## src/rtl/core/wpc_pkg.sv

```systemverilog
// Shared constants, types and codes of the windowed point correspondence core.
package wpc_pkg;

  // Frame store geometry and window limit
  localparam int MAX_WIDTH  = 1024;
  localparam int MAX_HEIGHT = 1024;
  localparam int MAX_RADIUS = 15;

  // Field widths fixed by the word formats
  localparam int PIXEL_W   = 10;
  localparam int COORD_W   = 16;
  localparam int DIM_W     = 11;
  localparam int RADIUS_W  = 4;
  localparam int LIMIT_W   = 10;
  localparam int DIST_W    = 34;
  localparam int SQ_W      = 32;
  localparam int LIM_SQ_W  = 2 * LIMIT_W;
  localparam int POINT_W   = 3 * COORD_W;
  localparam int DIFF_W    = COORD_W + 1;

  // Store addressing
  localparam int ROW_IDX_W  = $clog2(MAX_HEIGHT);
  localparam int COL_IDX_W  = $clog2(MAX_WIDTH);
  localparam int STORE_SIZE = MAX_WIDTH * MAX_HEIGHT;
  localparam int ADDR_W     = $clog2(STORE_SIZE);

  // Window coordinate width: holds any pixel, frame size or pixel plus radius
  localparam int SPAN_A = (ROW_IDX_W > COL_IDX_W) ? ROW_IDX_W : COL_IDX_W;
  localparam int SPAN_B = (PIXEL_W > DIM_W) ? PIXEL_W : DIM_W;
  localparam int POS_W  = ((SPAN_A > SPAN_B) ? SPAN_A : SPAN_B) + 1;

  // Command queue between front and back
  localparam int QUEUE_DEPTH = 4;
  localparam int QPTR_W      = $clog2(QUEUE_DEPTH);
  localparam int QCNT_W      = $clog2(QUEUE_DEPTH + 1);

  // Configuration port
  localparam int REG_COUNT  = 6;
  localparam int REG_IDX_W  = $clog2(REG_COUNT);
  localparam int PADDR_W    = $clog2(REG_COUNT * 4);
  localparam int APB_DATA_W = 32;

  // Register reset values
  localparam logic [DIM_W-1:0]          RST_IMAGE_WIDTH   = DIM_W'(640);
  localparam logic [DIM_W-1:0]          RST_IMAGE_HEIGHT  = DIM_W'(576);
  localparam logic signed [COORD_W-1:0] RST_DEPTH_MIN     = 16'sd0;
  localparam logic signed [COORD_W-1:0] RST_DEPTH_MAX     = 16'sd32767;
  localparam logic [RADIUS_W-1:0]       RST_WINDOW_RADIUS = RADIUS_W'(5);
  localparam logic [LIMIT_W-1:0]        RST_MATCH_LIMIT   = LIMIT_W'(5);

  // Input command codes
  localparam logic CMD_WRITE = 1'b0;
  localparam logic CMD_QUERY = 1'b1;

  // Register indexes
  typedef enum logic [REG_IDX_W-1:0] {
    REG_IMAGE_WIDTH   = 3'd0,
    REG_IMAGE_HEIGHT  = 3'd1,
    REG_DEPTH_MIN     = 3'd2,
    REG_DEPTH_MAX     = 3'd3,
    REG_WINDOW_RADIUS = 3'd4,
    REG_MATCH_LIMIT   = 3'd5
  } reg_idx_t;

  // Classified operation for the back end
  typedef enum logic [1:0] {
    OP_STORE,
    OP_SEARCH,
    OP_MISS
  } op_t;

  // Live configuration
  typedef struct packed {
    logic [DIM_W-1:0]          image_width;
    logic [DIM_W-1:0]          image_height;
    logic signed [COORD_W-1:0] depth_min;
    logic signed [COORD_W-1:0] depth_max;
    logic [RADIUS_W-1:0]       window_radius;
    logic [LIMIT_W-1:0]        match_limit;
  } cfg_t;

  // One queued operation
  typedef struct packed {
    op_t                       op;
    logic [ROW_IDX_W-1:0]      row;
    logic [COL_IDX_W-1:0]      col;
    logic signed [COORD_W-1:0] x;
    logic signed [COORD_W-1:0] y;
    logic signed [COORD_W-1:0] z;
    logic [POS_W-1:0]          rlo;
    logic [POS_W-1:0]          rhi;
    logic [POS_W-1:0]          clo;
    logic [POS_W-1:0]          chi;
  } task_t;

endpackage

```

## src/rtl/core/wpc_queue.sv

```systemverilog
// Short operation queue that decouples the front end from the back end.
module wpc_queue import wpc_pkg::*; (
  input  logic  clk,
  input  logic  rst,
  input  logic  push,
  input  task_t push_task,
  output logic  push_ready,
  output logic  pop_valid,
  output task_t pop_task,
  input  logic  pop
);

  task_t             slots [QUEUE_DEPTH];
  logic [QPTR_W-1:0] head, tail;
  logic [QCNT_W-1:0] count;

  assign push_ready = (count != QCNT_W'(QUEUE_DEPTH));
  assign pop_valid  = (count != '0);
  assign pop_task   = slots[head];

  // Slot storage
  always_ff @(posedge clk) begin
    if (push) begin
      slots[tail] <= push_task;
    end
  end

  // Pointers and fill level
  always_ff @(posedge clk) begin
    if (rst) begin
      head  <= '0;
      tail  <= '0;
      count <= '0;
    end else begin
      if (push) begin
        tail <= (tail == QPTR_W'(QUEUE_DEPTH - 1)) ? '0 : tail + QPTR_W'(1);
      end
      if (pop) begin
        head <= (head == QPTR_W'(QUEUE_DEPTH - 1)) ? '0 : head + QPTR_W'(1);
      end
      case ({push, pop})
        2'b10:   count <= count + QCNT_W'(1);
        2'b01:   count <= count - QCNT_W'(1);
        default: count <= count;
      endcase
    end
  end

endmodule

```

## config.mk

```make
export PLATFORM = sky130hd
export DESIGN_NAME = wpc_queue
export DESIGN_NICKNAME = d
export VERILOG_FILES = /design/src/rtl/core/wpc_pkg.sv /design/src/rtl/core/wpc_queue.sv
export SDC_FILE = /design/constraint.sdc
export NUM_CORES = 1
export LEC_CHECK = 0
export BUFFER_PORTS_ARGS = -buffer_cell sky130_fd_sc_hd__buf_2
export CELL_PAD_IN_SITES_DETAIL_PLACEMENT = 0
export CELL_PAD_IN_SITES_GLOBAL_PLACEMENT = 1
export CORE_ASPECT_RATIO = 1.75
export CORE_UTILIZATION = 40
export CTS_CLUSTER_SIZE = 8
export DETAILED_ROUTE_END_ITERATION = 8
export GPL_ROUTABILITY_DRIVEN = 0
export PLACE_DENSITY = 0.71
export SYNTH_ARGS = -nofsm -noshare
export SYNTH_HDL_FRONTEND = slang
export SYNTH_SLANG_ARGS = --single-unit
```

## constraint.sdc

```tcl
create_clock -name clk -period 7.8 [get_ports clk]
set_clock_uncertainty 0.1 [all_clocks]
set_input_delay 1.95 -clock clk [delete_from_list [all_inputs] [get_ports clk]]
set_output_delay 1.95 -clock clk [all_outputs]
set_load 0.01 [all_outputs]
```

; ---- After elaboration in Yosys (flattened, before gate mapping)
; Memory sizes are Yosys's and may differ from the RTL's. A register that Yosys moved wholly into a read port is not among the register bits.
; Index checks and enable logic that the tools add are counted.
[op_classes]
n_addsub = 4
eq_ne = 5
mux = 7
n_reduce_logical = 2
[op_table]
columns = operator, n
row1 = $mux 2, 4
row2 = $eq 2x2->1 const B, 3
row3 = $pmux 3 s2, 1
row4 = $add 2x1->2 const B, 2
row5 = $add 3x1->3 const B, 1
row6 = $ne 3x3->1 const B, 1
row7 = $reduce_bool 3->1, 1
row8 = $sub 3x1->3 const B, 1
row9 = $eq 2x1->1 const B, 1
row10 = $mux 1, 2
row11 = $reduce_bool 2->1, 1
[word_totals]
regBits = 7
ramBits = 472
in_bits = 122
output_inout_bits = 120
mem_count = 1
[memory_table]
columns = name, depth, word_bits, rd, rd_ports_with_merged_regs, wr, line
row1 = slots, 4, 118, 1, 1, 1, wpc_queue.sv:13  ; task_t slots [QUEUE_DEPTH];

; ---- Longest topological paths before layout
[depth]
depth_word = 4
depth_mapped = 7
mapped_depth_nobuf = 7

; ---- Least setup slack after synthesis
; No wires, ideal clock.
[synth_timing]
kind = input to register
startpoint = input port push
endpoint = memory slots[0][0] (netlist name), enable pin
setup_time_ns = 0.490
arrival_time_ns = 4.660
path_slack_ns = 2.550
stages = 1
path_cell_list = and2_1
[synth_between]
elab_chain_cells = 2
[synth_rtl]
columns = item, line
row1 = from (decl), wpc_queue.sv:5  ; input logic push,
row2 = $mux 1, wpc_queue.sv:23  ; if (push) begin
row3 = $mux 1 (not written as such), wpc_queue.sv:24  ; slots[tail] <= push_task;
row4 = to (decl), wpc_queue.sv:13
; No other way between the ends.

==> impl_metrics.py <==
metrics = {
    "sta": {
        "worst_slew_pin_slew_ns": 1.08,
        "grt_setup_unrepaired": "no",
        "period_share_pct": 64.4,
        "fin_setup_tns_ns": 0,
        "hold_viol": 0,
        "setup_violations": 0,
        "slew_headroom_pct": 28.3,
        "finalCriticalPeriod_ns": 5.02,
        "drv_slew": 0,
        "max_freq_mhz": 199,
    },
    "power": {
        "p_sw_mw": 1.26,
        "p_int_mw": 4.81,
        "ir_drop_uv": 163,
        "p_per_area_nw_per_um2": 286,
        "sw_frac_of_total_pct": 20.7,
        "pwr-share-comb_pct": 7.7,
        "pwr-share-seq_pct": 49.4,
        "p_clk_share_pct": 42.9,
        "leakage_nw": 7.12,
    },
    "critical_path": {
        "reg2reg_to": "slots[3][71]",
        "crit_arrival_ns": 2.97,
        "r2r_setup_slack_ns": 5.34,
        "end_kind": "output port",
        "regToRegStartpoint": "tail[0]",
        "path_max_fanout": 68,
        "crit_required_ns": 5.75,
        "crit_path_start_kind": "flip-flop",
        "path_class": "reg -> out",
        "r2r_cells": 3,
    },
    "place": {
        "dp.cells": 1449,
        "io_buffers": 241,
        "dpl.hpwl_um": 19700,
    },
    "global_route": {
        "grt.total_usage_pct": 15.5,
        "grt_pass1_vias": 8602,
        "antenna_found_initial": 9,
        "grt_max_degree": 119,
        "grt_pass1_wl_um": 50400,
        "grt_overflow": 0,
    },
    "min_path": {
        "holdPathEnd": "count[2]",
        "hold_class": "reg -> reg",
        "hold_path_depth": 2,
        "worstHoldStart": "count[2]",
    },
    "routing": {
        "vias": 7877,
        "drtIter0Drc": 426,
        "wl_per_cell_um": 21.9,
        "antenna_left": 0,
        "drc_errors": 0,
        "first_pass_iters": 4,
        "via_per_inst": 5.12,
        "wirelength_um": 33700,
    },
    "synth": {
        "syn_avg_cell_area_um2": 26.3,
        "yosys.area.top_type": "edfxtp_1",
        "syn_nets": 792,
        "ys_seq_elements": 481,
        "synth_cells": 663,
        "yosys_warnings": 0,
        "synth_top_cell_area_share_pct": 81.3,
        "synth_cell_type_count": 19,
        "synth_area_leaders": "edfxtp_1 (81%), mux4_2 (15%), dfxtp_1 (1.0%), ha_1 (0.43%), buf_2 (0.37%)",
        "syn-cell-area_um2": 17400,
        "ys_seq_area_share_pct": 82.4,
    },
    "clock_network": {
        "cts_setup_buffers": 0,
        "cts_root_buf": "clkbuf_16",
        "cts_tree": "yes",
        "cts_made_buffers": 70,
        "clkTransAtPathRegs_ns": 0.05,
        "cts_resized": 0,
        "clock_latency_ns": 0.56,
        "holdBufCountCts": 0,
        "cts_sinks": 481,
        "cts-htree-levels": 3,
        "max-clock-path-buffers": 3,
    },
    "outcome": {
        "status": "finished, final reports clean",
    },
    "cells_and_area": {
        "regArea_um2": 14400,
        "final_cells": 1538,
        "n_fill_cell": 3537,
        "multi_input_area_um2": 2910,
        "area_delta_synth_final_pct": 21.7,
        "final_common_cell": "edfxtp_1",
        "final_layout_size_suffix_gt1_share_pct": 46.7,
        "final_cell_mix": "edfxtp_1 (472), buf_2 (241), mux4_2 (118)",
        "finish.net_count": 1089,
    },
    "floorplan": {
        "num_rows": 100,
        "die_h_um": 278,
        "num_io_pins": 242,
        "core_area_um2": 42800,
        "start_util_pct": 40.7,
        "dieWidth_um": 160,
        "dieArea_um2": 44400,
    },
    "flow_run": {
        "drv_cap": 0,
    },
}
metal layers:
metal	vias to the layer above	part of all wire (%)	global-route usage, %
li1	3424	-	-
met1	4128	37	16.9
met2	245	54	26.9
met3	74	5.6	4.07
met4	6	4.1	9.35
met5	-	0.11	0
power groups by stage:
stage          Clock [mW]  Combinational, mW  Sequential, mW
6_report             2.60              0.469            3.00
5_1_grt              2.76              0.505            3.01
4_1_cts              2.68              0.482            3.00
3_5_place_dp            0              0.480            3.05
3_3_place_gp            0              0.478            3.04
2_1_floorplan           0              0.290            3.03
worst max path at each step:
stage | start | endpoint | slack (ns) | cells past startpoint
final | flip-flop | pop_task[112] | 2.78 | 3
after global routing | flip-flop | pop_task[117] | 2.59 | 3
after CTS | flip-flop | pop_task[117] | 2.61 | 3
after detailed placement | flip-flop | pop_task[117] | 3.24 | 3
after global placement | flip-flop | pop_task[117] | 3.18 | 3
after floorplan | push | slots[0][0] | 2.55 | 1
flip-flops by register name (all words and copies together), names as in the netlist, named ones only:
register	flops
count	3
head	2
slots	472
tail	2
Yosys cell counts (all sizes together):
cell and n:
a21oi 3, and2 4, buf 18, clkbuf 8, dfxtp 9, edfxtp 472
fa 1, ha 6, inv 6, mux2i 3, mux4 118, nand3 1
nor2 8, nor3b 1, o21ai 1, or3 2, xor2 2
critical path, cell delays in order (launching register included):
cell	delay, ns
dfxtp_4	1.00
buf_4	0.73
mux4_2	0.41
buf_2	0.18
kinds of logic after synthesis:
group	share of synthesized area, %
xor gates and xnor gates	0.101
and+or+nand+nor	0.460
AOI/OAI and AO/OA	0.115
adders and majority gates	0.546
buffers and inverters	0.977
muxes	15.4
DFF	82.4
per-stage QoR:
stage / hold WS, ns / power [mW] / util (%) / setup slack, ns / area [µm²]
after floorplan: 0.360 / 3.32 / - / 2.55 / 17400
after global placement: 0.389 / 3.52 / 45.1 / 3.18 / 19300
after detailed placement: 0.401 / 3.53 / 45.1 / 3.24 / 19300
after CTS: 0.412 / 6.16 / 49.5 / 2.61 / 21200
after global routing: 0.433 / 6.28 / 49.5 / 2.59 / 21200
final: 0.407 / 6.07 / 49.5 / 2.78 / 21200
cell type report:
cell class	count	area share, %
clock buffers	78	8.65
flip-flops and latches	481	67.7
inverters	6	0.106
diodes	6	0.0708
well taps	561	3.31
multi-input cells	150	13.7
clock inverters	5	0.236
repair buffers	251	6.16
Note: power is estimated with default switching activity, not from simulation.
