### src/rtl/core/wpc_pkg.sv
// Shared constants, types and codes of the windowed point correspondence core.
package wpc_pkg;

  // Frame store geometry and window limit
  localparam int MAX_WIDTH  = 1024;
  localparam int MAX_HEIGHT = 1024;
  localparam int MAX_RADIUS = 15;

  // Field widths fixed by the word formats
  localparam int PIXEL_W   = 10;
  localparam int COORD_W   = 16;
  localparam int DIM_W     = 11;
  localparam int RADIUS_W  = 4;
  localparam int LIMIT_W   = 10;
  localparam int DIST_W    = 34;
  localparam int SQ_W      = 32;
  localparam int LIM_SQ_W  = 2 * LIMIT_W;
  localparam int POINT_W   = 3 * COORD_W;
  localparam int DIFF_W    = COORD_W + 1;

  // Store addressing
  localparam int ROW_IDX_W  = $clog2(MAX_HEIGHT);
  localparam int COL_IDX_W  = $clog2(MAX_WIDTH);
  localparam int STORE_SIZE = MAX_WIDTH * MAX_HEIGHT;
  localparam int ADDR_W     = $clog2(STORE_SIZE);

  // Window coordinate width: holds any pixel, frame size or pixel plus radius
  localparam int SPAN_A = (ROW_IDX_W > COL_IDX_W) ? ROW_IDX_W : COL_IDX_W;
  localparam int SPAN_B = (PIXEL_W > DIM_W) ? PIXEL_W : DIM_W;
  localparam int POS_W  = ((SPAN_A > SPAN_B) ? SPAN_A : SPAN_B) + 1;

  // Command queue between front and back
  localparam int QUEUE_DEPTH = 4;
  localparam int QPTR_W      = $clog2(QUEUE_DEPTH);
  localparam int QCNT_W      = $clog2(QUEUE_DEPTH + 1);

  // Configuration port
  localparam int REG_COUNT  = 6;
  localparam int REG_IDX_W  = $clog2(REG_COUNT);
  localparam int PADDR_W    = $clog2(REG_COUNT * 4);
  localparam int APB_DATA_W = 32;

  // Register reset values
  localparam logic [DIM_W-1:0]          RST_IMAGE_WIDTH   = DIM_W'(640);
  localparam logic [DIM_W-1:0]          RST_IMAGE_HEIGHT  = DIM_W'(576);
  localparam logic signed [COORD_W-1:0] RST_DEPTH_MIN     = 16'sd0;
  localparam logic signed [COORD_W-1:0] RST_DEPTH_MAX     = 16'sd32767;
  localparam logic [RADIUS_W-1:0]       RST_WINDOW_RADIUS = RADIUS_W'(5);
  localparam logic [LIMIT_W-1:0]        RST_MATCH_LIMIT   = LIMIT_W'(5);

  // Input command codes
  localparam logic CMD_WRITE = 1'b0;
  localparam logic CMD_QUERY = 1'b1;

  // Register indexes
  typedef enum logic [REG_IDX_W-1:0] {
    REG_IMAGE_WIDTH   = 3'd0,
    REG_IMAGE_HEIGHT  = 3'd1,
    REG_DEPTH_MIN     = 3'd2,
    REG_DEPTH_MAX     = 3'd3,
    REG_WINDOW_RADIUS = 3'd4,
    REG_MATCH_LIMIT   = 3'd5
  } reg_idx_t;

  // Classified operation for the back end
  typedef enum logic [1:0] {
    OP_STORE,
    OP_SEARCH,
    OP_MISS
  } op_t;

  // Live configuration
  typedef struct packed {
    logic [DIM_W-1:0]          image_width;
    logic [DIM_W-1:0]          image_height;
    logic signed [COORD_W-1:0] depth_min;
    logic signed [COORD_W-1:0] depth_max;
    logic [RADIUS_W-1:0]       window_radius;
    logic [LIMIT_W-1:0]        match_limit;
  } cfg_t;

  // One queued operation
  typedef struct packed {
    op_t                       op;
    logic [ROW_IDX_W-1:0]      row;
    logic [COL_IDX_W-1:0]      col;
    logic signed [COORD_W-1:0] x;
    logic signed [COORD_W-1:0] y;
    logic signed [COORD_W-1:0] z;
    logic [POS_W-1:0]          rlo;
    logic [POS_W-1:0]          rhi;
    logic [POS_W-1:0]          clo;
    logic [POS_W-1:0]          chi;
  } task_t;

endpackage

### src/rtl/core/wpc_if.sv
// Handshake channels for input words and result words.
interface wpc_item_if import wpc_pkg::*; ();
  logic                      valid;
  logic                      ready;
  logic                      cmd;
  logic [PIXEL_W-1:0]        pixel_row;
  logic [PIXEL_W-1:0]        pixel_col;
  logic signed [COORD_W-1:0] point_x;
  logic signed [COORD_W-1:0] point_y;
  logic signed [COORD_W-1:0] point_z;

  modport source (output valid, cmd, pixel_row, pixel_col, point_x, point_y, point_z,
                  input ready);
  modport sink (input valid, cmd, pixel_row, pixel_col, point_x, point_y, point_z,
                output ready);
endinterface


### src/rtl/core/wpc_front.sv
// Front end: accepts input words, clips the search window and classifies them.
module wpc_front import wpc_pkg::*; (
  input  cfg_t          cfg,
  wpc_item_if.sink      items,
  output logic          push,
  output task_t         push_task,
  input  logic          push_ready
);

  logic [POS_W-1:0] w_raw, h_raw, w_lim, h_lim, rad_raw, rad;
  logic [POS_W-1:0] prow, pcol, rhi_a, chi_a;
  logic [POS_W-1:0] rlo, rhi, clo, chi;
  logic             in_band, in_store, window_empty, drop;

  // Frame size and radius saturation
  always_comb begin
    w_raw   = POS_W'(cfg.image_width);
    h_raw   = POS_W'(cfg.image_height);
    rad_raw = POS_W'(cfg.window_radius);
    if (w_raw == '0) begin
      w_lim = POS_W'(1);
    end else if (w_raw > POS_W'(MAX_WIDTH)) begin
      w_lim = POS_W'(MAX_WIDTH);
    end else begin
      w_lim = w_raw;
    end
    if (h_raw == '0) begin
      h_lim = POS_W'(1);
    end else if (h_raw > POS_W'(MAX_HEIGHT)) begin
      h_lim = POS_W'(MAX_HEIGHT);
    end else begin
      h_lim = h_raw;
    end
    rad = (rad_raw > POS_W'(MAX_RADIUS)) ? POS_W'(MAX_RADIUS) : rad_raw;
  end

  // Window bounds clipped to the frame
  always_comb begin
    prow  = POS_W'(items.pixel_row);
    pcol  = POS_W'(items.pixel_col);
    rhi_a = prow + rad;
    chi_a = pcol + rad;
    rlo   = (prow > rad) ? prow - rad : '0;
    clo   = (pcol > rad) ? pcol - rad : '0;
    rhi   = (rhi_a < h_lim - POS_W'(1)) ? rhi_a : h_lim - POS_W'(1);
    chi   = (chi_a < w_lim - POS_W'(1)) ? chi_a : w_lim - POS_W'(1);
    window_empty = (rlo > rhi) || (clo > chi);
  end

  // Classification
  always_comb begin
    in_band  = (items.point_z >= cfg.depth_min) && (items.point_z <= cfg.depth_max);
    in_store = (prow < POS_W'(MAX_HEIGHT)) && (pcol < POS_W'(MAX_WIDTH));
    drop     = (items.cmd == CMD_WRITE) && !in_store;

    push_task.row = prow[ROW_IDX_W-1:0];
    push_task.col = pcol[COL_IDX_W-1:0];
    push_task.x   = items.point_x;
    push_task.y   = items.point_y;
    push_task.z   = items.point_z;
    push_task.rlo = rlo;
    push_task.rhi = rhi;
    push_task.clo = clo;
    push_task.chi = chi;
    if (items.cmd == CMD_WRITE) begin
      push_task.op = OP_STORE;
    end else if (in_band && !window_empty) begin
      push_task.op = OP_SEARCH;
    end else begin
      push_task.op = OP_MISS;
    end
  end

  // Writes outside the store are taken and dropped here
  assign items.ready = push_ready;
  assign push        = items.valid && push_ready && !drop;

endmodule

### src/flat_wrapper.sv
// flat-port wrapper written by rule: the top's interface ports become plain ports
module wpc_front_flat import wpc_pkg::*;
  (cfg, push, push_task, push_ready, items_valid, items_cmd, items_pixel_row, items_pixel_col, items_point_x, items_point_y, items_point_z, items_ready);
  wpc_item_if items_i ();
  input  cfg_t cfg;
  output logic push;
  output task_t push_task;
  input  logic push_ready;
  input wire logic [$bits(items_i.valid)-1:0] items_valid;
  input wire logic [$bits(items_i.cmd)-1:0] items_cmd;
  input wire logic [$bits(items_i.pixel_row)-1:0] items_pixel_row;
  input wire logic [$bits(items_i.pixel_col)-1:0] items_pixel_col;
  input wire logic [$bits(items_i.point_x)-1:0] items_point_x;
  input wire logic [$bits(items_i.point_y)-1:0] items_point_y;
  input wire logic [$bits(items_i.point_z)-1:0] items_point_z;
  output wire logic [$bits(items_i.ready)-1:0] items_ready;
  assign items_i.valid = items_valid;
  assign items_i.cmd = items_cmd;
  assign items_i.pixel_row = items_pixel_row;
  assign items_i.pixel_col = items_pixel_col;
  assign items_i.point_x = items_point_x;
  assign items_i.point_y = items_point_y;
  assign items_i.point_z = items_point_z;
  assign items_ready = items_i.ready;
  wpc_front u_core (.cfg(cfg), .items(items_i), .push(push), .push_task(push_task), .push_ready(push_ready));
endmodule
### config.mk
export PLATFORM = sky130hd
export DESIGN_NAME = wpc_front_flat
export DESIGN_NICKNAME = d
export VERILOG_FILES = /design/src/rtl/core/wpc_pkg.sv /design/src/rtl/core/wpc_if.sv /design/src/rtl/core/wpc_front.sv /design/src/flat_wrapper.sv
export SDC_FILE = /design/constraint.sdc
export NUM_CORES = 1
export LEC_CHECK = 0
export ABC_AREA = 1
export ABC_CLOCK_PERIOD_IN_PS = 8300
export BUFFER_PORTS_ARGS = -buffer_cell sky130_fd_sc_hd__clkbuf_2
export CORE_MARGIN = 3
export CORE_UTILIZATION = 44
export DETAILED_ROUTE_END_ITERATION = 6
export GPL_TIMING_DRIVEN = 0
export PLACE_DENSITY = 0.78
export REMOVE_ABC_BUFFERS = 1
export SYNTH_ARGS = -nofsm -noshare
export SYNTH_HDL_FRONTEND = slang
export SYNTH_SLANG_ARGS = --single-unit
### constraint.sdc
create_clock -name vclk -period 8.3
set_clock_uncertainty 0.05 [all_clocks]
set_input_delay 1.66 -clock vclk [all_inputs]
set_output_delay 1.66 -clock vclk [all_outputs]
set_load 0.01 [all_outputs]
# Word-level counts from Yosys, hierarchy flattened
# Index checks and enable logic that the tools add are counted.
# word_totals
reg_bits	0
input_bits	139
out_inout_bits	120
elab_cells	41
# classes
add_sub_neg	6
n_lt_le_gt_ge	12
n_mux	10
bitwise	1
reduce_logical	12
# op_table
op	count
2-to-1 mux 12 bit	6
> comparator 12 bit	2
< comparator 12 bit	2
subtractor 12 x 1 -> 12 bit, second input constant	2
adder 10 x 4 -> 11 bit	2
> comparator 11 bit, second input constant	2
zero test 11 bit	2
< comparator 10 x 11 -> 1 bit, second input constant	2
2-to-1 mux 11 bit	2
subtractor 10 x 4 -> 11 bit	2
> comparator 10 x 4 -> 1 bit	2
greater-or-equal comparator 16 bit	1
less-or-equal comparator 16 bit	1
logical AND 1 bit	6
2-to-1 mux 2 bit	2
zero test 1 bit	3
logical OR 1 bit	1
inverter 1 bit	1

# Depth between registers and ports, before layout
# Gate-level depths: netlist of the first run.
# depth
depth_word	12
depth_mapped	33
ltp_nobuf	32

# Worst setup path before layout of the first run
# OpenSTA, ideal clock, no wires.
# synth_path
path_kind	input port to output port
from	input items_pixel_col[0]
to	output push_task[116] (netlist name)
arrival_time_ns	5.322
t_required_ns	6.590
slack_ns	1.268
cell_stages	25
path_buffers	1
cell_sequence	ha_1 fa_1 a21oi_1 o21ai_0 nand2_1 nor2_1 nand2_1 xor2_1 inv_1 ha_1 nand3_1 inv_1 a221oi_2 clkbuf_1 nand3_1 nand2_1 ha_1 a21oi_1 o21ai_0 nor2_1 nand2_1 o21ai_0 nand2_1 nand3b_1 nor2_1
# synth_lines
item	line_no	text
start, declared	flat_wrapper.sv:12	input wire logic [$bits(items_i.pixel_col)-1:0] items_pixel_col;
end, declared	flat_wrapper.sv:7	output task_t push_task;

==> flow_summary.ini, run 1 <==
[hold_path]
min_to = push_task[73]
min_from = items_point_y[9]
hold_path_depth = 0
hp-class = input pin to output port

[outcome]
status = completed

[final_layout]
layout-drive-gt1-share = 0.221
clock_buffers = 0
antenna_cells = 0
area_delta_synth_final_pct = 9.84
final_cells = 1108
seq_area_um2 = 0
layout.nets = 1207
seq_cells = 0
finish.utilization = 0.504

[worst_setup_path]
path_buf_inv = 5
cp_max_fo = 21
crit_top_cell = nand2_1
crit_type = input pin to output port
cpMaxStageDelayCell = a21oi_4
max_stage_delay_ps = 330
crit_required_ps = 6590
worst_ep_arrival_time_ps = 6160
end_kind = output port
start_kind = input pin
crit_family = compound AO/OA/AOI/OAI gates

[timing]
hold_viol_final = 0
setup_tns_ps = 0
drv_slew = 0
worst_pin_slew_ps = 597
setup_viol_count_final = 0
fmax_mhz = 127
hold_ws_ps = 3270
slew_headroom = 0.602
fin_crit_sh = 0.948
min_period_ps = 7870

[floorplan]
num_io_pins = 259
dieArea_um2 = 12800
coreArea_um2 = 11000
initial_core_util = 0.459
rows = 38
die_w_um = 113
die_y_um = 113

[pwr]
total_power_uw = 449
power_density_nw_per_um2 = 80.7
total_leakage_power_nw = 3.56
ir_worst_vdd_v = 0.0000457

[synthesis]
synth_area_leaders = ha_1 (23%), nand2_1 (17%), buf_4 (11%)
synth_top_area_cell = ha_1
ys_warn_count = 0
ys_types = 42
ys_seq_area_frac = 0
syn_avg_cell_area_um2 = 5.82
netlist_area_um2 = 5060
synth.top_cell.area_share = 0.232
syn_inst = 869

[global_route]
gr-total-overflow = 0
grt_use_met3 = 0.0631
grt_usage = 0.204
grt_max_degree = 23
grt_use_met1 = 0.287
grt_pass1_vias = 4755
antenna_found_initial = 0
busiest_layer = met2
use_met2 = 0.317
grt_pass1_wl_mm = 22.1

[route]
viasPerCell = 4.91
drc_errors = 0
routed_wl_mm = 14.2
drtIter0Drc = 253
ant_nets = 0
wl_per_cell_um = 12.8
num_vias = 5440
drtPass1Iterations = 4

[job]
max_cap_violations = 0

[placed_design]
post-place-cells = 1104
io_buffers = 183
dpl.hpwl_mm = 12.5
gp_congestion = 0.890
-- kinds of logic (layout without fill, tap and decap cells) --
family | count (synthesis) | count (layout) | synth area share
AO/OA/AOI/OAI | 84 | 85 | 0.0984
XOR/XNOR | 32 | 32 | 0.0569
adder cells (fa/ha/maj) | 98 | 98 | 0.248
buffers and inverters | 237 | 333 | 0.241
other | 2 | 4 | 0.00148
AND/OR/NAND/NOR | 416 | 416 | 0.354
-- routing by layer --
metal | wire (µm) | up-vias
li1 | - | 2889
met1 | 6480 | 2338
met2 | 6110 | 203
met3 | 1430 | 8
met4 | 77 | 2
met5 | 56 | -
-- stage by stage --
step	setup WS, ps	instance area, µm²
after floorplan	493	4400
after global placement	-682	5490
after detailed placement	-209	5500
after CTS	118	5530
after global routing	-5.46	5560
final	433	5560
-- final cells by class --
class / count / area [µm²]
Fill cell: 1195 / 5470
Multi-Input combinational cell: 635 / 3890
Timing Repair Buffer: 187 / 946
Inverter: 146 / 548
Tap cell: 140 / 175
-- Yosys cell counts, types with 2 or more instances --
library cell,n
a21oi_1,41
fa_1,4
nor3b_1,2
a21o_1,3
nand4_1,15
inv_1,144
nor2_1,69
buf_2,2
nand2_2,6
o22ai_1,2
xnor2_1,7
o21ai_0,26
nand2_1,227
inv_2,2
buf_4,76
nor2_2,5
buf_6,4
clkbuf_1,8
xor2_1,24
nand3b_1,7
nor3_1,14
o21bai_1,2
nand2_4,2
nand3_1,65
ha_1,94
conb_1,2
-- report_power, final --
part	internal, mW	total, mW	switching (mW)
clock network	0	0	0
registers	0	0	0
logic	0.179	0.449	0.270
-- worst max path at each step --
stage,startpoint,endpoint,slack [ps],cells past startpoint
after floorplan,cfg[12],push_task[116],490,28
after global placement,cfg[12],push_task[116],-680,30
after detailed placement,cfg[11],push_task[116],-210,27
after CTS,cfg[11],push_task[116],120,29
after global routing,cfg[51],push_task[117],-5,30
final,cfg[11],push_task[116],430,29
-- placed cells by master (no fill, tap or decap), drive strengths merged, types with 2 or more instances in the layout --
cell and n:
nor3b 2, nand2 235, a21boi 2, a21o 3, ha 94, clkbuf 183
xor2 25, o21ai 29, nand3 66, conb 4, nor3 15, buf 4
a21oi 42, nor2 74, o22ai 2, xnor2 7, or2 2, nand4 15
fa 4, nand3b 7, inv 146, o21bai 2
-- what timing repair did --
item	CTS	global route
hold buffers	0	0
setup endpoints to repair	2	2
resized for setup	2	3
pin swaps	1	1
gates cloned	0	1
buffers inserted	1	2
No activity file was read; power rests on OpenSTA's default activity.
==> inputs of run 2 (changes only) <==
--- a/config.mk
+++ b/config.mk
@@ -6,13 +6,13 @@
 export NUM_CORES = 1
 export LEC_CHECK = 0
 export ABC_AREA = 1
-export ABC_CLOCK_PERIOD_IN_PS = 8300
+export ABC_CLOCK_PERIOD_IN_PS = 7600
 export BUFFER_PORTS_ARGS = -buffer_cell sky130_fd_sc_hd__clkbuf_2
 export CORE_MARGIN = 3
 export CORE_UTILIZATION = 44
 export DETAILED_ROUTE_END_ITERATION = 6
 export GPL_TIMING_DRIVEN = 0
-export PLACE_DENSITY = 0.78
+export PLACE_DENSITY = 0.79
 export REMOVE_ABC_BUFFERS = 1
 export SYNTH_ARGS = -nofsm -noshare
 export SYNTH_HDL_FRONTEND = slang
==> constraint.sdc (replaced) <==
create_clock -name vclk -period 7.6
set_clock_uncertainty 0.05 [all_clocks]
set_input_delay 1.52 -clock vclk [all_inputs]
set_output_delay 1.52 -clock vclk [all_outputs]
set_load 0.01 [all_outputs]
==> flow_summary.ini, run 2 (synthesized netlist as in run 1, its figures left out) <==
[outcome]
status = completed

[final_layout]
fillers = 1151
antenna_cells = 0
finish.utilization = 0.526
clock_buffers = 0
final_common_cell = nand2_1
seq_area_um2 = 0
most-common-layout-cells = nand2_1 (224), clkbuf_2 (182), inv_1 (141)
layout.nets = 1217
seq_cells = 0
area_delta_synth_final_pct = 14.6
layout-drive-gt1-share = 0.253

[timing]
hold_viol_final = 0
slew_headroom = 0.622
setup_viol_count_final = 0
fin_crit_sh = 0.956
drv_slew = 0
worst_pin_slew_ps = 566
min_period_ps = 7270
fmax_mhz = 138
hold_ws_ps = 2990

[worst_setup_path]
crit_required_ps = 6030
cpMaxStageDelayCell = ha_1
cp_max_fo = 11
crit_top_cell = nand2_1
max_stage_delay_ps = 320
worst_ep_arrival_time_ps = 5700
end_kind = output port
crit_type = input pin to output port
start_kind = input pin

[global_route]
grt_pass1_vias = 4841
gr-total-overflow = 0
grt_pass1_wl_mm = 22.3
grt_usage = 0.206
antenna_found_initial = 0
grt_max_degree = 23

[placed_design]
io_buffers = 183
dpl.hpwl_mm = 12.6
gp_congestion = 0.889

[floorplan]
initial_core_util = 0.459
coreArea_um2 = 11000
rows = 38
die_w_um = 113
die_y_um = 113
dieArea_um2 = 12800
num_io_pins = 259

[route]
drtIter0Drc = 282
num_vias = 5551
routed_wl_mm = 14.7
ant_nets = 0
viasPerCell = 4.97
wl_per_cell_um = 13.2
drtPass1Iterations = 5
drc_errors = 0

[hold_path]
hp-class = input pin to output port

[pwr]
total_leakage_power_nw = 3.64
ir_worst_vdd_v = 0.0000613
power_density_nw_per_um2 = 90.6

[job]
max_cap_violations = 0
[run 2: changes by cell type in the layout (fill, tap and decap cells not counted), sizes merged]
cell	before	now
buf	4	12
nand2	235	237
[run 2: layer usage]
| metal | global-route usage | wire length (µm) |
|---|---|---|
| met5 | 0.0314 | 0 |
| met4 | 0.0112 | 140 |
| met3 | 0.0610 | 1520 |
| met2 | 0.324 | 6300 |
| met1 | 0.289 | 6740 |
[run 2: per-stage QoR]
step	instance area, µm²	cells	total power [mW]	TNS [ps]	setup slack [ps]
2_1_floorplan	4400	780	0.314	0	73.1
3_3_place_gp	5490	1103	0.469	-2340	-1180
3_5_place_dp	5500	1104	0.480	-1160	-587
4_1_cts	5550	1107	0.491	0	20.4
5_1_grt	5800	1118	0.597	-122	-66.0
6_report	5800	1118	0.526	0	331
[run 2: power breakdown]
part,internal (mW),total [mW],switching (mW)
Combinational,0.213,0.526,0.313
Sequential,0,0,0
Clock,0,0,0
[run 2: final cells by class]
cell class	instances	area (µm²)	area share
Timing Repair Buffer	195	1030	0.177
Inverter	146	548	0.0945
Tap cell	140	175	0.0302
Multi-Input combinational cell	637	4050	0.698
[run 2: path summary, 6_finish.rpt]
kind	start	to	slack, ps	depth (start not counted)
min	items_point_x[11]	push_task[91]	2990	0
max	cfg[11]	push_task[116]	330	31
[run 2: timing repair]
item | CTS | global route
gates resized for setup | 4 | 41
setup buffers | 2 | 9
setup endpoints to repair | 2 | 2
hold buffers | 0 | 0
pin swaps | 2 | 10
gates cloned | 1 | 2
[run 2: worst max-delay path, delay by kind of cell]
family / cells / cell delay (ps)
simple gates: 14 / 1490
compound gates: 8 / 1120
fa+ha+maj: 3 / 920
buf+inv: 6 / 640
